--- src/hdl/pst_pkg.sv ---
`timescale 1ns / 1ps
// ----------------------------------------------------------------------------
// pst_pkg
// Types, token codes and keyword table for the Pascal subset tokenizer.
// ----------------------------------------------------------------------------
package pst_pkg;

    localparam int NumWords = 30;
    localparam logic [30:0] ValueMax = 31'h7FFF_FFFF;

    typedef enum logic [3:0] {
        MODE_IDLE  = 4'd0,
        MODE_WORD  = 4'd1,
        MODE_DEC   = 4'd2,
        MODE_OCT   = 4'd3,
        MODE_HEX   = 4'd4,
        MODE_LT    = 4'd5,
        MODE_GT    = 4'd6,
        MODE_COLON = 4'd7
    } t_mode;

    localparam logic [5:0] TK_IDENT  = 6'd30;
    localparam logic [5:0] TK_NUMBER = 6'd31;
    localparam logic [5:0] TK_PUNCT0 = 6'd32;
    localparam logic [5:0] TK_LT     = 6'd43;
    localparam logic [5:0] TK_LE     = 6'd44;
    localparam logic [5:0] TK_NE     = 6'd45;
    localparam logic [5:0] TK_GT     = 6'd46;
    localparam logic [5:0] TK_GE     = 6'd47;
    localparam logic [5:0] TK_COLON  = 6'd48;
    localparam logic [5:0] TK_ASSIGN = 6'd49;
    localparam logic [5:0] TK_END    = 6'd50;
    localparam logic [5:0] TK_UNDEF  = 6'd51;

    typedef struct packed {
        logic [7:0] char_code;
        logic       end_of_input;
    } t_char_in;

    typedef struct packed {
        logic [5:0]  token_kind;
        logic [30:0] number_value;
        logic        number_overflow;
        logic [63:0] name_text;
        logic [7:0]  name_length;
        logic        last;
    } t_token;

    // keywords, first character in the low byte, zero padded
    function automatic logic [71:0] word_text(input int unsigned k);
        logic [71:0] w;
        w = '0;
        case (k)
            0:  w = {"nigeb"};
            1:  w = {"dne"};
            2:  w = {"tsnoc"};
            3:  w = {"erudecorp"};
            4:  w = {"drawrof"};
            5:  w = {"noitcnuf"};
            6:  w = {"fi"};
            7:  w = {"neht"};
            8:  w = {"esle"};
            9:  w = {"margorp"};
            10: w = {"elihw"};
            11: w = {"tixe"};
            12: w = {"rav"};
            13: w = {"regetni"};
            14: w = {"rof"};
            15: w = {"od"};
            16: w = {"ot"};
            17: w = {"otnwod"};
            18: w = {"yarra"};
            19: w = {"nletirw"};
            20: w = {"nldaer"};
            21: w = {"kaerb"};
            22: w = {"etirw"};
            23: w = {"fo"};
            24: w = {"ro"};
            25: w = {"dom"};
            26: w = {"vid"};
            27: w = {"ton"};
            28: w = {"dna"};
            29: w = {"rox"};
            default: w = '0;
        endcase
        return w;
    endfunction

    function automatic logic [3:0] word_len(input int unsigned k);
        logic [71:0] w;
        logic [3:0]  n;
        w = word_text(k);
        n = '0;
        for (int i = 0; i < 9; i++) begin
            if (w[8*i +: 8] != 8'd0) n = 4'(i + 1);
        end
        return n;
    endfunction

endpackage

--- src/hdl/pst_stream_if.sv ---
`timescale 1ns / 1ps
// ----------------------------------------------------------------------------
// pst_stream_if
// Valid/ready channel carrying one payload per beat.
// ----------------------------------------------------------------------------
interface pst_stream_if #(
    parameter type T = logic
);
    logic valid;
    logic ready;
    T     data;

    modport source (output valid, output data, input ready);
    modport sink (input valid, input data, output ready);
endinterface

--- src/hdl/pst_out_buf.sv ---
`timescale 1ns / 1ps
// ----------------------------------------------------------------------------
// pst_out_buf
// Two-entry token buffer feeding the result channel one token per beat.
// ----------------------------------------------------------------------------
module pst_out_buf
    import pst_pkg::*;
(
    input  logic       i_clk,
    input  logic       i_rst_n,
    input  logic       i_load,
    input  logic [1:0] i_count,
    input  t_token     i_tok0,
    input  t_token     i_tok1,
    output logic       o_empty_next,
    pst_stream_if.source out_if
);

    logic [1:0] r_cnt, n_cnt;
    t_token     r_t0, r_t1;
    logic       pop;

    assign pop          = out_if.valid && out_if.ready;
    assign out_if.valid = r_cnt != 2'd0;
    assign out_if.data  = r_t0;
    // space for a new pair once the current tail is leaving
    assign o_empty_next = (r_cnt == 2'd0) || (r_cnt == 2'd1 && pop);

    always_comb begin
        n_cnt = r_cnt - {1'b0, pop};
        if (i_load) n_cnt = i_count;
    end

    always_ff @(posedge i_clk) begin
        if (!i_rst_n) begin
            r_cnt <= 2'd0;
        end else begin
            r_cnt <= n_cnt;
        end
        if (i_load) begin
            r_t0 <= i_tok0;
            r_t1 <= i_tok1;
        end else if (pop) begin
            r_t0 <= r_t1;
        end
    end

endmodule

--- src/flat_wrapper.sv ---
// flat-port wrapper written by rule: the top's interface ports become plain ports
module pst_out_buf_flat import pst_pkg::*;
  (i_clk, i_rst_n, i_load, i_count, i_tok0, i_tok1, o_empty_next, out_if_valid, out_if_data, out_if_ready);
  pst_stream_if out_if_i ();
  input  logic i_clk;
  input  logic i_rst_n;
  input  logic i_load;
  input  logic [1:0] i_count;
  input  t_token i_tok0;
  input  t_token i_tok1;
  output logic o_empty_next;
  output wire logic [$bits(out_if_i.valid)-1:0] out_if_valid;
  output wire logic [$bits(out_if_i.data)-1:0] out_if_data;
  input wire logic [$bits(out_if_i.ready)-1:0] out_if_ready;
  assign out_if_valid = out_if_i.valid;
  assign out_if_data = out_if_i.data;
  assign out_if_i.ready = out_if_ready;
  pst_out_buf u_core (.i_clk(i_clk), .i_rst_n(i_rst_n), .i_load(i_load), .i_count(i_count), .i_tok0(i_tok0), .i_tok1(i_tok1), .o_empty_next(o_empty_next), .out_if(out_if_i));
endmodule
--- config.mk ---
export PLATFORM = sky130hd
export DESIGN_NAME = pst_out_buf_flat
export DESIGN_NICKNAME = d
export VERILOG_FILES = /design/src/hdl/pst_pkg.sv /design/src/hdl/pst_stream_if.sv /design/src/hdl/pst_out_buf.sv /design/src/flat_wrapper.sv
export SDC_FILE = /design/constraint.sdc
export NUM_CORES = 1
export LEC_CHECK = 0
export ABC_AREA = 1
export BUFFER_PORTS_ARGS = -buffer_cell sky130_fd_sc_hd__buf_4
export CAP_MARGIN = 30
export CORE_AREA = 2 2 90 92
export DETAILED_ROUTE_END_ITERATION = 8
export DIE_AREA = 0 0 92 94
export SYNTH_ARGS = -nofsm -noshare
export SYNTH_HDL_FRONTEND = slang
export SYNTH_SLANG_ARGS = --single-unit
--- constraint.sdc ---
create_clock -name i_clk -period 1.07 [get_ports i_clk]
set_input_delay 0.214 -clock i_clk [delete_from_list [all_inputs] [get_ports i_clk]]
set_output_delay 0.214 -clock i_clk [all_outputs]
set_load 0.005 [all_outputs]
======== After elaboration in Yosys (flattened, before gate mapping) ========
Cells that the tools add are included.
operators by class
  equality and inequality tests ........... 1
  mux-type cells .......................... 3
  reductions and logical operators ........ 6
  add/subtract/negate cells ............... 1
operators with widths
  kind                                                              count
  2-bit nonzero test                                                2
  2-bit by 1-bit == test with 1-bit output (second input constant)  1
  1-bit logical AND                                                 2
  2-bit zero test                                                   1
  1-bit two-way mux                                                 2
  2-bit two-way mux                                                 1
  2-bit by 1-bit subtractor with 2-bit output                       1
  1-bit logical OR                                                  1
storage, ports and cells
  register bits ........................... 4
  logic and storage cells ................. 14
  input port bits ......................... 228
  output and inout bits ................... 3

======== Longest topological paths before layout ========
Gate-level depths: netlist (run 1).
  depth after elaboration ................. 4
  depth in mapped cells ................... 8
  depth with buffers taken out ............ 8

======== Worst setup path before layout (run 1) ========
Ideal clock, no wire load.
  path kind ............................... register -> register
  start ................................... reg u_core.r_cnt[1]
  end ..................................... reg u_core.r_cnt[1]
  arrival time ............................ 0.891 ns
  path buffers ............................ 0
  cell stages (with the launch flop) ...... 8
  clock period less this slack ............ 1.000 ns
  setup time .............................. 0.109 ns
  setup slack ............................. 0.070 ns
  required time ........................... 0.961 ns
  cell sequence ........................... dfxtp_1 -> nor2_1 -> nor2_1 -> ha_1 -> nand2_1 -> nand3_1 -> nand2_1 -> inv_1
on the way
  word-level cells in the longest chain between the ends .. 4
ends and longest elaborated chain
  item                                           line               source
  start, declared                                pst_out_buf.sv:19  logic [1:0] r_cnt, n_cnt;
  start signal, assigned                         pst_out_buf.sv:38  r_cnt <= n_cnt;
  2-bit nonzero test                             pst_out_buf.sv:24  assign out_if.valid = r_cnt != 2'd0;
  1-bit logical AND                              pst_out_buf.sv:23  assign pop = out_if.valid && out_if.ready;
  2-bit by 1-bit subtractor with 2-bit output *  pst_out_buf.sv:30  n_cnt = r_cnt - {1'b0, pop};
  2-bit two-way mux *                            pst_out_buf.sv:31  if (i_load) n_cnt = i_count;
Mark *: on every way between the ends. The rest lies on a longest branch, timed or not.
A chain may end at the register's enable or synchronous reset.

======== Worst setup path after layout (run 1) ========
  start ................................... reg u_core.r_cnt[0]
  end ..................................... out o_empty_next
on the way
  word-level cells in the longest chain between the ends .. 4
  elaborated cells between the ends (all ways) .. 6
  those cells by class .................... eq/ne: 1; reduce/logical: 5
ends and longest elaborated chain
  item                line                source
  2-bit nonzero test  pst_out_buf.sv:24
  1-bit logical AND   pst_out_buf.sv:23
  1-bit logical AND   pst_out_buf.sv:27   assign o_empty_next = (r_cnt == 2'd0) || (r_cnt == 2'd1 && pop);
  1-bit logical OR *  pst_out_buf.sv:27
  end, declared       flat_wrapper.sv:11  output logic o_empty_next;
Marked as above.

==> results.md, run 1 <==
- Nature of the critical path endpoint: primary output
- Max stage delay cell, worst path: dfxtp_4
- Top-level I/O count: 231
- Synth top area share: 0.293
- Nets: between 200 and 300
- Worst Clk Skew: 0.00716 ns
- Max incr delay on CP: between 0.3 and 0.4 ns
- Slew @ Worst Pin: 0.204 ns
- CTS max path bufs: 2
- Die Span Y: 94 um
- P&R area growth vs syn: 151%
- Unrepaired setup endpoints after global routing: yes
- Mapped Cells: 28
- Routed Antenna Nets: 0
- Clock Latency Late Sink: 0.22 ns
- Antenna cells: 0
- Global Route Usage Sum: 0.0168
- Final period utilization: 1.06
- Rows: 32
- CTS hold repair buffers: 0
- Core ar.: 7610 sq um
- Share of post-route cells with drive strength above 1: 0.568
- Final min period: 1.13 ns
- Drt wl/cell: 5.02 um
- GPL Wtd Cong: 0.708
- Routed via count: approximately 230
- Synth top area cells: edfxtp_1 29%, dfxtp_1 20%, inv_1 13%
- Final Max Tran Viols: 0
- Die Width: 92 um
- Initial Util: 0.0270
- Synth cell types: 11
- Grt total ovfl: 0
- CP Max Fanout: 3
- FMAX: between 800 and 900 MHz
- Endpoints failing setup: 1
- Met1 global-route usage: 0.0179
- Synth warnings: 0
- DRC violations left: 0
- Mapped Avg Cell Area: 7.33 sq um
- Final wirelength: roughly 730 um
- Hold Crit Class: primary input to flip-flop
- Sink Count: 4
- Syn_nets: roughly 260
- Commonest non-fill, non-tap cell in the layout: buf_4
- Seq/Total Area, Yosys: 0.488
- Fin. Hold Viols: 0
- Violated checks: setup timing
- WS Path Type: flip-flop to primary output
- DPL Wire Length: slightly below 500 um
- First-pass DRT Iterations: 3
- Commonest non-fill, non-tap cells in the layout: 9 x buf_4, 6 x inv_1, 5 x nand2_1
- CP most frequent cell: buf_6
- Reg clk slew, reported paths: 0.04 ns
- Slew HR: 0.864
- Final setup margin: -0.0590 ns
- First-pass GRT wire length: a little over 1 mm
- IO Port Bufs: 10
- Avg Vias per Cell: approximately 1.5
- Req. time, crit path: roughly 0.86 ns
- Status: finished with violations
- Final core occ: 0.0678
- CP bufs+invs: 2
- Total CTS buffers: 3
- CTS tree: built
- CP startpoint kind: flip-flop
- Met2 GRT Util: 0.0270
- Met3 Usage GRT: 0.00241
- DRT iter0 DRCs: 6
- Max VDD drop: between 0.00015 and 0.0002 V
- H-Tree Depth: 1
- Hold slack: roughly 0.17 ns
- Gr busiest metal: met2
- Largest net degree at the start of global routing: 7
- Clk root buf: clkbuf_8
- Reg area: around 110 sq um
- Crit-path leading delay family: flip-flops
- Synthesis-stage register bit count: 4
- Vias in the first global route: around 240
- Die area: roughly 8600 sq um
- # fillers: approximately 910
- Initial antenna violation count: 0
- Maxcap violations: 0
- Data arrival time of the worst path: 0.91 ns
- PwrDens: approximately 1300 nW/um^2
- Post-Syn Area: roughly 210 sq um
- CP cell instances: buf_6 > a21oi_4 > buf_6
- Multi-input gate area: ~110 sq um
- Yosys top cell by area: edfxtp_1
- Static leakage: between 0.15 and 0.2 nW
final timing paths:
kind	start	endpoint	slack, ns	cells after the start
max	u_core.r_cnt[0]	o_empty_next	-0.06	3
min	i_tok1[0]	u_core.r_t1[0]	0.17	1
max reg2reg	u_core.r_cnt[1]	u_core.r_cnt[1]	0.01	7
min reg2reg	u_core.r_t1[0]	u_core.out_if.data	0.52	2
registers in the layout, indices dropped and copies added (netlist names):
name and cells:
u_core.r_t1 1, u_core.r_cnt 2, u_core.out_if.data 1
per-layer routing:
metal,share of wire,up-vias
li1,-,116
met1,0.43,102
met2,0.53,5
met3,0.014,2
met4,0.023,0
met5,0,-
stage by stage:
| stage | cells | setup slack (ns) | total power [mW] | area [sq um] | setup TNS [ns] |
|---|---|---|---|---|---|
| final | 146 | -0.0590 | 0.650 | 515 | -0.0590 |
| after floorplan | 28 | 0.0698 | 0.224 | 205 | 0 |
| after detailed placement | 141 | 0.0164 | 0.281 | 415 | 0 |
| after CTS | 145 | -0.0391 | 0.628 | 464 | -0.0730 |
| after global placement | 141 | 0.0308 | 0.279 | 415 | 0 |
| after global routing | 146 | -0.0904 | 0.689 | 515 | -0.200 |
power breakdown:
group	internal, mW	switching (mW)
registers	0.178	0.0106
logic	0.0717	0.0570
clock network	0.254	0.0780
total	0.504	0.146
cells in the mapped netlist:
cell,instances
inv_1,7
nand2_1,6
nor2_1,4
a21oi_1,2
dfxtp_1,2
edfxtp_1,2
ha_1,1
inv_2,1
nand3_1,1
o21ai_0,1
o21ai_1,1
cell type report:
type,instances,area share
inverter,8,0.0583
clock buffer,4,0.0874
tap,102,0.248
sequential,4,0.204
timing repair buffer,12,0.197
multi-input combinational,16,0.206
cell families after synthesis:
| logic type | share of synthesized area |
|---|---|
| AO/OA/AOI/OAI | 0.0975 |
| adder cells (fa/ha/maj) | 0.0610 |
| buffers and inverters | 0.146 |
| flip-flops | 0.488 |
| AND/OR/NAND/NOR | 0.207 |
worst register-to-register path, delay by kind of cell (launching register included):
family	cells	cell delay [ns]
adder cells (fa/ha/maj)	1	0.19
buffers and inverters	1	0.04
AND/OR/NAND/NOR	5	0.40
flip-flops	1	0.33
repair_timing:
item | in CTS | in global routing
endpoints found under the setup margin | 2 | 4
pin swaps | 0 | 4
gates resized for setup | 1 | 14
cloned | 0 | 0
buffers inserted | 0 | 1
No activity file was read; power rests on OpenSTA's default activity.
==> run 2, diff against run 1 <==
Settings changed: SETUP_SLACK_MARGIN from default to 0.2.
==> run 2 against run 1 <==
  * The flow now finishes without violations
  * Clock-buffer cell count down 1
  * Combinational power is 22% lower
  * Largest cell class unchanged
  * Sequential share of layout area increased by 1.5 points
  * Sequential power barely moved
  * Via count shrank 4.9%
==> results.md, run 2 (synthesized netlist as in run 1, its figures left out) <==
- Fin. Hold Viols: 0
- Rows: 32
- P&R area growth vs syn: 134%
- Setup TNS: 0 ns
- IO Port Bufs: 10
- GPL Wtd Cong: 0.605
- Hold Crit Class: primary input to flip-flop
- Die Span Y: 94 um
- Final min period: roughly 1.1 ns
- CP Max Fanout: 3
- Endpoints failing setup: 0
- Global Route Usage Sum: 0.0203
- Max VDD drop: 0.000304 V
- Max reg flops: 2
- Data arrival time of the worst path: 0.86 ns
- Largest net degree at the start of global routing: 7
- Clk root buf: clkbuf_8
- Unrepaired setup endpoints after global routing: yes
- Avg Vias per Cell: around 1.5
- Final wirelength: around 760 um
- CP startpoint kind: flip-flop
- Post-CTS setup buffer count: 0
- Initial Util: 0.0270
- Commonest non-fill, non-tap cell in the layout: buf_4
- CTS hold repair buffers: 0
- CTS max path bufs: 2
- Finished Layout Cells: between 100 and 150
- Top sig layer: met4
- Routed via count: between 200 and 250
- Grt total ovfl: 0
- Die Width: just over 90 um
- PwrDens: ~1300 nW/um^2
- Die area: 8650 sq um
- Sink Count: 4
- First-pass GRT wire length: roughly 1.1 mm
- Final period utilization: 0.999
- Nature of the critical path endpoint: primary output
- Top-level I/O count: about 230
- # fillers: around 930
- FMAX: around 940 MHz
- Final Max Tran Viols: 0
- Clock Latency Late Sink: 0.22 ns
- Antenna cells: 0
- Req. time, crit path: 0.86 ns
- Worst Clk Skew: around 0.0011 ns
- Routed Antenna Nets: 0
- DRT iter0 DRCs: 6
- Vias in the first global route: between 200 and 250
- DR WL met3: approximately 100 um
- Reg with most FFs: u_core.r_cnt
- Post-Route M1 WL: between 400 and 500 um
- DPL Wire Length: roughly 600 um
- Routed wl met2: around 200 um
- WS Path Type: flip-flop to primary output
- DRC violations left: 0
- CTS tree: built
- Nets: around 270
- Dpl cells: between 100 and 150
- Slew @ Worst Pin: roughly 0.16 ns
- H-Tree Depth: 1
- Status: finished clean
- Slew HR: 0.895
- Drt wl/cell: ~5.3 um
- Final core occ: 0.0632
- Total CTS buffers: 3
- Initial antenna violation count: 0
- Maxcap violations: 0
- Share of post-route cells with drive strength above 1: 0.463
- First-pass DRT Iterations: 4
- Reg clk slew, reported paths: 0.03 ns
- Core ar.: between 7000 and 8000 sq um
- Commonest non-fill, non-tap cells in the layout: 9 x buf_4, 7 x inv_1, 6 x nand2_1
- Static leakage: 0.183 nW
[run 2: worst paths after layout]
check                  startpoint                 end  slack (ns)  cells after the start
setup / recovery  u_core.r_cnt[0]        out_if_valid      0.0008                      3
hold / removal          i_tok1[0]      u_core.r_t1[0]        0.17                      1
setup reg to reg  u_core.r_cnt[1]     u_core.r_cnt[1]        0.05                      8
hold reg to reg    u_core.r_t1[0]  u_core.out_if.data        0.55                      2
[run 2: area by class of cell]
cell class	instances	area, sq um	share of cell area
inverters	8	30.0	0.0625
multi-input cells	16	97.6	0.203
repair buffers	10	78.8	0.164
well taps	102	128	0.266
flip-flops and latches	4	105	0.219
clock buffers	3	41.3	0.0859
[run 2: repair_timing]
action	4_1_cts	5_1_grt
resized for setup	2	3
setup endpoints to repair	5	6
pin swaps	2	1
[run 2: through the flow]
step                total power, mW  setup WS (ns)  hold slack [ns]  cell area (sq um)
floorplan                     0.228          0.117            0.313                213
global placement              0.278         0.0619            0.394                415
detailed placement            0.279         0.0426            0.394                415
CTS                           0.622         0.0162            0.171                464
global route                  0.660        -0.0371            0.167                480
finish                        0.620       0.000789            0.174                480
[run 2: where the power goes]
part	internal, mW	switching, mW	leakage [nW]
combinational	0.0570	0.0436	0.124
clock	0.241	0.0883	0.0216
sequential	0.178	0.0126	0.0374
[run 2: worst max-delay path: stages, from the launching register on]
cell	delay, ns
dfxtp_2	0.33
nor2_4	0.13
inv_1	0.05
buf_4	0.13
[run 2: layer usage]
layer | up-vias | GRT usage
met5 | - | 0
met4 | 0 | 0.0261
met3 | 2 | 0.00963
met2 | 12 | 0.0172
met1 | 90 | 0.0285
li1 | 110 | -
